===== src/hdl/ecw_pkg.sv =====
`default_nettype none
// ----------------------------------------------------------------------------
// ecw_pkg
// Shared types and constants of the electromagnet commutation window engine.
// ----------------------------------------------------------------------------
package ecw_pkg;

	localparam int ANGLE_W    = 16;
	localparam int MAX_COILS  = 64;
	localparam int COIL_IDX_W = $clog2(MAX_COILS);
	localparam int COUNT_W    = $clog2(MAX_COILS + 1);
	localparam int CFG_IDX_W  = 3;
	localparam int CFG_DATA_W = 16;

	localparam logic [ANGLE_W-1:0] HALF_TURN = ANGLE_W'(1) << (ANGLE_W - 1);

	localparam logic OP_TICK  = 1'b0;
	localparam logic OP_WRITE = 1'b1;

	localparam logic [CFG_IDX_W-1:0] REG_COIL_COUNT   = 3'd0;
	localparam logic [CFG_IDX_W-1:0] REG_PAIR_MODE    = 3'd1;
	localparam logic [CFG_IDX_W-1:0] REG_HALF_WINDOW  = 3'd2;
	localparam logic [CFG_IDX_W-1:0] REG_ANGLE_STEP   = 3'd3;
	localparam logic [CFG_IDX_W-1:0] REG_ANGLE_OFFSET = 3'd4;

	localparam logic [6:0]         RST_COIL_COUNT   = 7'd4;
	localparam logic               RST_PAIR_MODE    = 1'b1;
	localparam logic [ANGLE_W-1:0] RST_HALF_WINDOW  = 16'd1820;
	localparam logic [ANGLE_W-1:0] RST_ANGLE_STEP   = 16'd546;
	localparam logic [ANGLE_W-1:0] RST_ANGLE_OFFSET = 16'd0;

	typedef struct packed {
		logic [6:0]         coil_count;
		logic               pair_mode;
		logic [ANGLE_W-1:0] half_window;
		logic [ANGLE_W-1:0] angle_step;
		logic [ANGLE_W-1:0] angle_offset;
	} ecw_cfg_t;

	typedef struct packed {
		logic [ANGLE_W-1:0]   rotor_angle;
		logic [ANGLE_W-1:0]   piece_pos;
		logic [MAX_COILS-1:0] active_mask;
		logic [COUNT_W-1:0]   active_count;
	} ecw_result_t;

	typedef struct packed {
		logic                  wr_en;
		logic [COIL_IDX_W-1:0] wr_addr;
		logic [ANGLE_W-1:0]    wr_data;
	} ecw_wr_t;

endpackage
`default_nettype wire


===== src/hdl/ecw_coil_table.sv =====
`default_nettype none
// ----------------------------------------------------------------------------
// ecw_coil_table
// Firing angle table: one write port and one read port with registered data.
// ----------------------------------------------------------------------------
module ecw_coil_table
	import ecw_pkg::*;
(
	input  wire logic                  clk,
	input  wire ecw_wr_t               wr,
	input  wire logic                  rd_en,
	input  wire logic [COIL_IDX_W-1:0] rd_addr,
	output logic      [ANGLE_W-1:0]    rd_data
);

	logic [ANGLE_W-1:0] mem [MAX_COILS];

	always_ff @(posedge clk) begin
		if (wr.wr_en) begin
			mem[wr.wr_addr] <= wr.wr_data;
		end
		if (rd_en) begin
			rd_data <= mem[rd_addr];
		end
	end

endmodule
`default_nettype wire


===== src/hdl/ecw_scan.sv =====
`default_nettype none
// ----------------------------------------------------------------------------
// ecw_scan
// Tick sequencer: advances the rotor, walks the coil table one entry per
// cycle and builds the active mask and its count.
// ----------------------------------------------------------------------------
module ecw_scan
	import ecw_pkg::*;
(
	input  wire logic                  clk,
	input  wire logic                  arst_n,
	input  wire ecw_cfg_t              cfg,
	input  wire logic                  start,
	input  wire logic                  res_take,
	output logic                       idle,
	output logic                       res_valid,
	output ecw_result_t                res,
	output logic                       rd_en,
	output logic      [COIL_IDX_W-1:0] rd_addr,
	input  wire logic [ANGLE_W-1:0]    rd_data
);

	typedef enum logic [1:0] {
		ST_IDLE,
		ST_SCAN,
		ST_WAIT,
		ST_DONE
	} state_t;

	state_t                state_q;
	logic [ANGLE_W-1:0]    rotor_q;
	logic [ANGLE_W-1:0]    piece_q;
	logic [COIL_IDX_W-1:0] rd_idx_q;
	logic [COIL_IDX_W-1:0] last_q;
	logic                  valid_s1;
	logic                  last_s1;
	logic [COIL_IDX_W-1:0] idx_s1;
	logic [MAX_COILS-1:0]  mask_q;
	logic [COUNT_W-1:0]    count_q;

	logic [ANGLE_W-1:0]    rotor_next;
	logic [COIL_IDX_W-1:0] last_next;
	logic [ANGLE_W-1:0]    diff;
	logic [ANGLE_W-1:0]    ang_dist;
	logic                  hit;
	logic [COIL_IDX_W-1:0] nx;
	logic                  new_cur;
	logic                  new_nx;

	assign rotor_next = rotor_q + cfg.angle_step;

	always_comb begin
		if (cfg.coil_count == 7'd0) begin
			last_next = '0;
		end else if (cfg.coil_count >= 7'(MAX_COILS)) begin
			last_next = COIL_IDX_W'(MAX_COILS - 1);
		end else begin
			last_next = COIL_IDX_W'(cfg.coil_count - 7'd1);
		end
	end

	assign diff     = piece_q - rd_data;
	assign ang_dist = (diff > HALF_TURN) ? (ANGLE_W'(0) - diff) : diff;
	assign hit      = valid_s1 && (ang_dist <= cfg.half_window);
	assign nx       = last_s1 ? '0 : idx_s1 + COIL_IDX_W'(1);
	assign new_cur  = hit && !mask_q[idx_s1];
	assign new_nx   = hit && cfg.pair_mode && (nx != idx_s1) && !mask_q[nx];

	assign idle      = (state_q == ST_IDLE);
	assign res_valid = (state_q == ST_DONE);
	assign rd_en     = (state_q == ST_SCAN);
	assign rd_addr   = rd_idx_q;

	assign res.rotor_angle  = rotor_q;
	assign res.piece_pos    = piece_q;
	assign res.active_mask  = mask_q;
	assign res.active_count = count_q;

	always_ff @(posedge clk or negedge arst_n) begin
		if (!arst_n) begin
			state_q  <= ST_IDLE;
			rotor_q  <= '0;
			piece_q  <= '0;
			rd_idx_q <= '0;
			last_q   <= '0;
			valid_s1 <= 1'b0;
			last_s1  <= 1'b0;
			idx_s1   <= '0;
			mask_q   <= '0;
			count_q  <= '0;
		end else begin
			valid_s1 <= 1'b0;
			if (hit) begin
				mask_q[idx_s1] <= 1'b1;
				if (cfg.pair_mode) begin
					mask_q[nx] <= 1'b1;
				end
				count_q <= count_q + COUNT_W'(new_cur) + COUNT_W'(new_nx);
			end
			case (state_q)
				ST_IDLE: begin
					if (start) begin
						rotor_q  <= rotor_next;
						piece_q  <= rotor_next + cfg.angle_offset;
						rd_idx_q <= '0;
						last_q   <= last_next;
						mask_q   <= '0;
						count_q  <= '0;
						state_q  <= ST_SCAN;
					end
				end
				ST_SCAN: begin
					valid_s1 <= 1'b1;
					idx_s1   <= rd_idx_q;
					last_s1  <= (rd_idx_q == last_q);
					if (rd_idx_q == last_q) begin
						state_q <= ST_WAIT;
					end else begin
						rd_idx_q <= rd_idx_q + COIL_IDX_W'(1);
					end
				end
				ST_WAIT: begin
					if (valid_s1 && last_s1) begin
						state_q <= ST_DONE;
					end
				end
				ST_DONE: begin
					if (res_take) begin
						state_q <= ST_IDLE;
					end
				end
				default: state_q <= ST_IDLE;
			endcase
		end
	end

`ifndef SYNTH
	a_scan_bound: assert property (@(posedge clk) disable iff (!arst_n)
		(state_q == ST_SCAN) |-> (rd_idx_q <= last_q))
		else $error("Table read beyond the last coil in use.");

	a_count_match: assert property (@(posedge clk) disable iff (!arst_n)
		(state_q == ST_DONE) |-> (count_q == COUNT_W'($countones(mask_q))))
		else $error("Active count differs from the mask population.");

	a_idle_drained: assert property (@(posedge clk) disable iff (!arst_n)
		(state_q == ST_IDLE) |-> !valid_s1)
		else $error("Compare stage busy while the sequencer is idle.");

	a_done_stable: assert property (@(posedge clk) disable iff (!arst_n)
		(state_q == ST_DONE) |=> $stable(mask_q))
		else $error("Mask changed after the scan finished.");
`endif

endmodule
`default_nettype wire


===== src/hdl/electromagnet_commutation_window.sv =====
`default_nettype none
// A tick word walks the n coils in use (1 to 64) one table entry per cycle; its
// result enters the output register when the input becomes ready again, so a
// new word is accepted only once the last tick is through.
// A result held back while the output register is full stalls the input.
// A write word gives no result. Reset zeroes the rotor angle
// and loads the register defaults; the coil table is undefined until written.
// ----------------------------------------------------------------------------
// electromagnet_commutation_window
// Top level: input and configuration ports, coil table, tick sequencer and
// the output register.
// ----------------------------------------------------------------------------
module electromagnet_commutation_window
	import ecw_pkg::*;
(
	input  wire logic                  clk,
	input  wire logic                  arst_n,
	input  wire logic                  cfg_write,
	input  wire logic [CFG_IDX_W-1:0]  cfg_index,
	input  wire logic [CFG_DATA_W-1:0] cfg_data,
	input  wire logic                  in_valid,
	output logic                       in_ready,
	input  wire logic                  op,
	input  wire logic [COIL_IDX_W-1:0] coil_index,
	input  wire logic [ANGLE_W-1:0]    coil_angle,
	output logic                       out_valid,
	input  wire logic                  out_ready,
	output logic      [ANGLE_W-1:0]    rotor_angle,
	output logic      [ANGLE_W-1:0]    piece_pos,
	output logic      [MAX_COILS-1:0]  active_mask,
	output logic      [COUNT_W-1:0]    active_count
);

	ecw_cfg_t              cfg_q;
	ecw_wr_t               wr;
	ecw_result_t           res;
	ecw_result_t           out_q;
	logic                  out_valid_q;
	logic                  accept;
	logic                  start;
	logic                  idle;
	logic                  res_valid;
	logic                  res_take;
	logic                  rd_en;
	logic [COIL_IDX_W-1:0] rd_addr;
	logic [ANGLE_W-1:0]    rd_data;

	assign in_ready = idle;
	assign accept   = in_valid && in_ready;
	assign start    = accept && (op == OP_TICK);
	assign res_take = res_valid && (!out_valid_q || out_ready);

	assign wr.wr_en   = accept && (op == OP_WRITE);
	assign wr.wr_addr = coil_index;
	assign wr.wr_data = coil_angle;

	always_ff @(posedge clk or negedge arst_n) begin
		if (!arst_n) begin
			cfg_q.coil_count   <= RST_COIL_COUNT;
			cfg_q.pair_mode    <= RST_PAIR_MODE;
			cfg_q.half_window  <= RST_HALF_WINDOW;
			cfg_q.angle_step   <= RST_ANGLE_STEP;
			cfg_q.angle_offset <= RST_ANGLE_OFFSET;
		end else if (cfg_write) begin
			case (cfg_index)
				REG_COIL_COUNT:   cfg_q.coil_count   <= cfg_data[6:0];
				REG_PAIR_MODE:    cfg_q.pair_mode    <= cfg_data[0];
				REG_HALF_WINDOW:  cfg_q.half_window  <= cfg_data[ANGLE_W-1:0];
				REG_ANGLE_STEP:   cfg_q.angle_step   <= cfg_data[ANGLE_W-1:0];
				REG_ANGLE_OFFSET: cfg_q.angle_offset <= cfg_data[ANGLE_W-1:0];
				default: ;
			endcase
		end
	end

	ecw_coil_table u_table (
		.clk     (clk),
		.wr      (wr),
		.rd_en   (rd_en),
		.rd_addr (rd_addr),
		.rd_data (rd_data)
	);

	ecw_scan u_scan (
		.clk       (clk),
		.arst_n    (arst_n),
		.cfg       (cfg_q),
		.start     (start),
		.res_take  (res_take),
		.idle      (idle),
		.res_valid (res_valid),
		.res       (res),
		.rd_en     (rd_en),
		.rd_addr   (rd_addr),
		.rd_data   (rd_data)
	);

	always_ff @(posedge clk or negedge arst_n) begin
		if (!arst_n) begin
			out_valid_q <= 1'b0;
		end else if (res_take) begin
			out_valid_q <= 1'b1;
		end else if (out_ready) begin
			out_valid_q <= 1'b0;
		end
	end

	always_ff @(posedge clk) begin
		if (res_take) begin
			out_q <= res;
		end
	end

	assign out_valid    = out_valid_q;
	assign rotor_angle  = out_q.rotor_angle;
	assign piece_pos    = out_q.piece_pos;
	assign active_mask  = out_q.active_mask;
	assign active_count = out_q.active_count;

endmodule
`default_nettype wire


===== config.mk =====
export PLATFORM = sky130hd
export DESIGN_NAME = electromagnet_commutation_window
export DESIGN_NICKNAME = d
export VERILOG_FILES = /design/src/hdl/ecw_pkg.sv /design/src/hdl/ecw_coil_table.sv /design/src/hdl/ecw_scan.sv /design/src/hdl/electromagnet_commutation_window.sv
export SDC_FILE = /design/constraint.sdc
export NUM_CORES = 1
export LEC_CHECK = 0
export ABC_AREA = 1
export CAP_MARGIN = 20
export CORE_ASPECT_RATIO = 0.7
export CORE_MARGIN = 2
export CORE_UTILIZATION = 35
export DETAILED_ROUTE_END_ITERATION = 16
export DONT_BUFFER_PORTS = 1
export SYNTH_ARGS = -nofsm -noshare
export SYNTH_HDL_FRONTEND = slang
export SYNTH_SLANG_ARGS = --single-unit

===== constraint.sdc =====
create_clock -name clk -period 5.9 [get_ports clk]
set_clock_uncertainty 0.2 [all_clocks]
set_input_delay 1.18 -clock clk [delete_from_list [all_inputs] [get_ports clk]]
set_output_delay 1.18 -clock clk [all_outputs]
set_load 0.03 [all_outputs]

==> summary.md <==
| Metric | Value |
|---|---|
| Internal power | roughly 19 mW |
| Power density over the cells | 484.4 nW/um2 |
| Top cell by count, worst path | nand2_1 |
| CTS Buffer Depth | 3 |
| Drc violations | 0 |
| Number of synthesized flops with an enable pin | 1143 |
| Worst min path class | in2async |
| Syn Area/Cell | 11.71 um2 |
| Initial DRC count | 4681 |
| DR vias | 37.76k |
| Switching pwr | ~12 mW |
| Clk root buf | clkbuf_16 |
| Slew at the pin with the worst max-slew slack | between 1 and 1.5 ns |
| Clock power frac | between 20% and 30% |
| Minimum clock period | 5.269 ns |
| Clock slew at reported path FFs | 0.07 ns |
| CTS Buf Count | 115 |
| Sequential share of the synthesized area | between 60% and 70% |
| Vias per Instance | 5.444 |
| Leading cell type in the layout, fill and taps excluded | edfxtp_1 |
| Fmax | around 190 MHz |
| Core box area | 158300 um2 |
| Setup-violating endpoint count in the final report | 0 |
| Largest net degree at the start of global routing | 173 |
| RSZ-0062 raised after global routing | false |
| Max_slew headroom | approximately 27% |
| Leak | 21.60 nW |
| First-pass GRT wire length | 230200 um |
| P&R area growth vs syn | 11.55% |
| Dpl hpwl | 91880 um |
| Post-route ant nets | 0 |
| Synthesized flop and latch total | 1325 |
| Crit path max-delay cell type | fa_1 |
| Final count of hold timing violations | 0 |
| Worst setup path class | reg2reg |
| Vias in the first global route | 34.70k |
| Flop pwr share | 41.9% |
| Most frequent cells in the layout | edfxtp_1 (1143), nor2_1 (670), o21ai_0 (645) |
| Antenna Cells | 0 |
| Status | finished, final reports clean |
| CP required | 6.35 ns |
| Nets | 4850 |
| Pwr Total | 30.18 mW |
| First-pass DRT Iterations | 6 |
| Synth warn | 0 |
| Post-CTS Setup Bufs | 0 |
| Setup TNS | 0 ns |
| Initial antenna violation count | 1 |
| Die height | 338.3 um |
| Setup crit end kind | flop |
| Combinational Power Share | 32.0% |
| Worst-Skew Late Latency | 0.74 ns |
| Fraction of registers with async set/reset | 13.74% |
| Initial core utilization | 35.29% |
| GRT Total Usage | 18.46% |
| Peak VDD IR | 0.0006612 V |
| Full die area | 162900 um2 |
| I/O pin count | ~150 |
| Crit path max fanout | 13 |
| Netlist cell types | 54 |
| Switching Share | 38.69% |
| # clock sinks | 1325 |
| Max-slew violations | 0 |
| Synth Flop Type | edfxtp_1 |
| Type of origin of the critical path | flop |
| Crit-path max cell delay | between 0.4 and 0.5 ns |
| WL/cell | 22.29 um |
| Final Routed Wirelength | roughly 150000 um |
| Worst EP arrival | 5.72 ns |
| Chip Width | 481.5 um |
| Gp weighted congestion | 0.9074 |
| H-tree Lvls | 3 |
| Rows | 122 |
| Layout cell share with drive strength beyond 1 | 7.539% |
| Synthesized area | 55860 um2 |
| Synth Net Count | 4894 |
| Max_cap viols | 0 |
| Port-buffer cells | 0 |
| CTS tree | yes |
| Tcrit/Tclk final | between 80% and 90% |
| Grt ovf | 0 |
| Synth Instances | 4771 |
Yosys cell counts, types with 2 or more instances:
library cell / count / share of area, %
nand3_2: 11 / 0.20
nor4_1: 4 / 0.045
o211ai_1: 38 / 0.51
nand4_1: 72 / 0.81
dfrtp_1: 171 / 7.7
buf_4: 4 / 0.054
a21o_1: 6 / 0.081
inv_1: 258 / 1.7
buf_2: 59 / 0.53
xor2_1: 24 / 0.38
nor2_2: 8 / 0.090
o221ai_1: 98 / 1.5
o21ai_0: 645 / 5.8
o21a_1: 3 / 0.040
clkbuf_1: 183 / 1.2
nor3_1: 14 / 0.13
dfstp_2: 11 / 0.52
and2_1: 3 / 0.034
ha_1: 72 / 1.6
fa_1: 4 / 0.14
a21boi_0: 3 / 0.040
a221oi_1: 6 / 0.094
nor2_1: 671 / 4.5
nand3b_1: 8 / 0.11
o31ai_1: 2 / 0.027
edfxtp_1: 1143 / 61
buf_1: 22 / 0.15
nand3_1: 152 / 1.4
or2_2: 2 / 0.022
a31oi_1: 6 / 0.067
xnor2_1: 16 / 0.25
inv_2: 9 / 0.060
clkinv_1: 3 / 0.020
nor2_4: 5 / 0.10
o21ai_1: 8 / 0.072
nand2_2: 13 / 0.15
o22ai_1: 245 / 2.7
o21bai_1: 3 / 0.040
a22oi_1: 4 / 0.054
a21oi_1: 149 / 1.3
nand2_1: 600 / 4.0
power by group through the flow:
stage	registers, mW	clock network (mW)	logic (mW)
after global routing	12.7	8.37	10.8
after global placement	12.8	0	9.37
final	12.6	7.88	9.66
after detailed placement	12.9	0	9.47
after floorplan	12.4	0	6.86
after CTS	12.7	8.02	9.53
sequential cells by signal, indices dropped and copies added, names as in the netlist:
register	count
active_mask	64
cfg_q	56
u_scan.mask_q	64
u_scan.idx_s1	6
active_count	7
u_table.mem	1024
u_scan.rotor_q	16
u_scan.rd_addr	6
u_scan.last_s1	1
u_scan.state_q	2
out_valid	1
u_scan.valid_s1	1
u_table.rd_data	16
u_scan.piece_q	16
u_scan.count_q	7
rotor_angle	16
u_scan.last_q	6
piece_pos	16
worst paths after layout:
kind / startpoint / to / slack (ns) / cells past startpoint
max in group asynchronous: arst_n / u_scan.rd_addr[1] / 4.44 / 1
min in group clk: u_scan.piece_q[0] / piece_pos[0] / 0.25 / 0
max reg2reg: u_scan.piece_q[0] / u_scan.count_q[6] / 0.63 / 36
max: u_scan.piece_q[0] / u_scan.count_q[6] / 0.63 / 36
min reg2reg: u_scan.piece_q[0] / piece_pos[0] / 0.25 / 0
min: arst_n / cfg_q[21] / 0.11 / 0
repair_timing:
item	4_1_cts	5_1_grt
resized for setup	0	3
endpoints found under the setup margin	0	3
hold endpoints to repair	171	0
hold buffers	1	0
stage by stage:
step	std cells	cell area, um2	util [%]	setup slack (ns)	hold WS, ns
detailed placement	6715	58340	36.85	0.4095	0.2407
global placement	6715	58340	36.85	0.4153	0.2338
global route	6936	62310	39.37	0.04302	0.05925
finish	6936	62310	39.37	0.6311	0.1115
CTS	6934	62270	39.34	0.4146	0.05509
floorplan	4771	55870	-	1.001	0.2249
area by class of cell:
| cell class | count | area, um2 |
|---|---|---|
| Clock buffer | 138 | 3035 |
| Inverter | 270 | 1026 |
| Clock inverter | 80 | 870.8 |
| Tap cell | 2108 | 2638 |
| Fill cell | 14990 | 95980 |
| Sequential cell | 1325 | 38900 |
| Multi-Input combinational cell | 2907 | 14900 |
| Timing Repair Buffer | 108 | 945.9 |
critical path, delay by kind of cell (launching register included):
kind | cells | cell delay (ns)
fa+ha+maj | 6 | 1.68
buf+inv | 6 | 0.39
xor+xnor | 1 | 0.13
simple gates | 19 | 1.85
flops | 1 | 0.38
compound gates | 4 | 0.55
layer usage:
layer | vias up | share of wire (%) | GRT usage, %
li1 | 17210 | - | -
met4 | 0 | 1.7 | 3.762
met5 | - | 0 | 0
met1 | 18600 | 46 | 28.99
met3 | 201 | 9.1 | 3.528
met2 | 1746 | 43 | 26.23
cells by family (layout without fill, tap and decap cells):
| logic type | after synthesis | after routing | synth area share (%) |
|---|---|---|---|
| AOI/OAI and AO/OA | 1224 | 1224 | 12.54 |
| xor gates and xnor gates | 40 | 40 | 0.6271 |
| adders and majority gates | 76 | 76 | 1.756 |
| buffers and inverters | 539 | 596 | 3.794 |
| DFF | 1325 | 1325 | 69.62 |
| and+or+nand+nor | 1567 | 1567 | 11.66 |
Note: power is estimated with default switching activity, not from simulation.
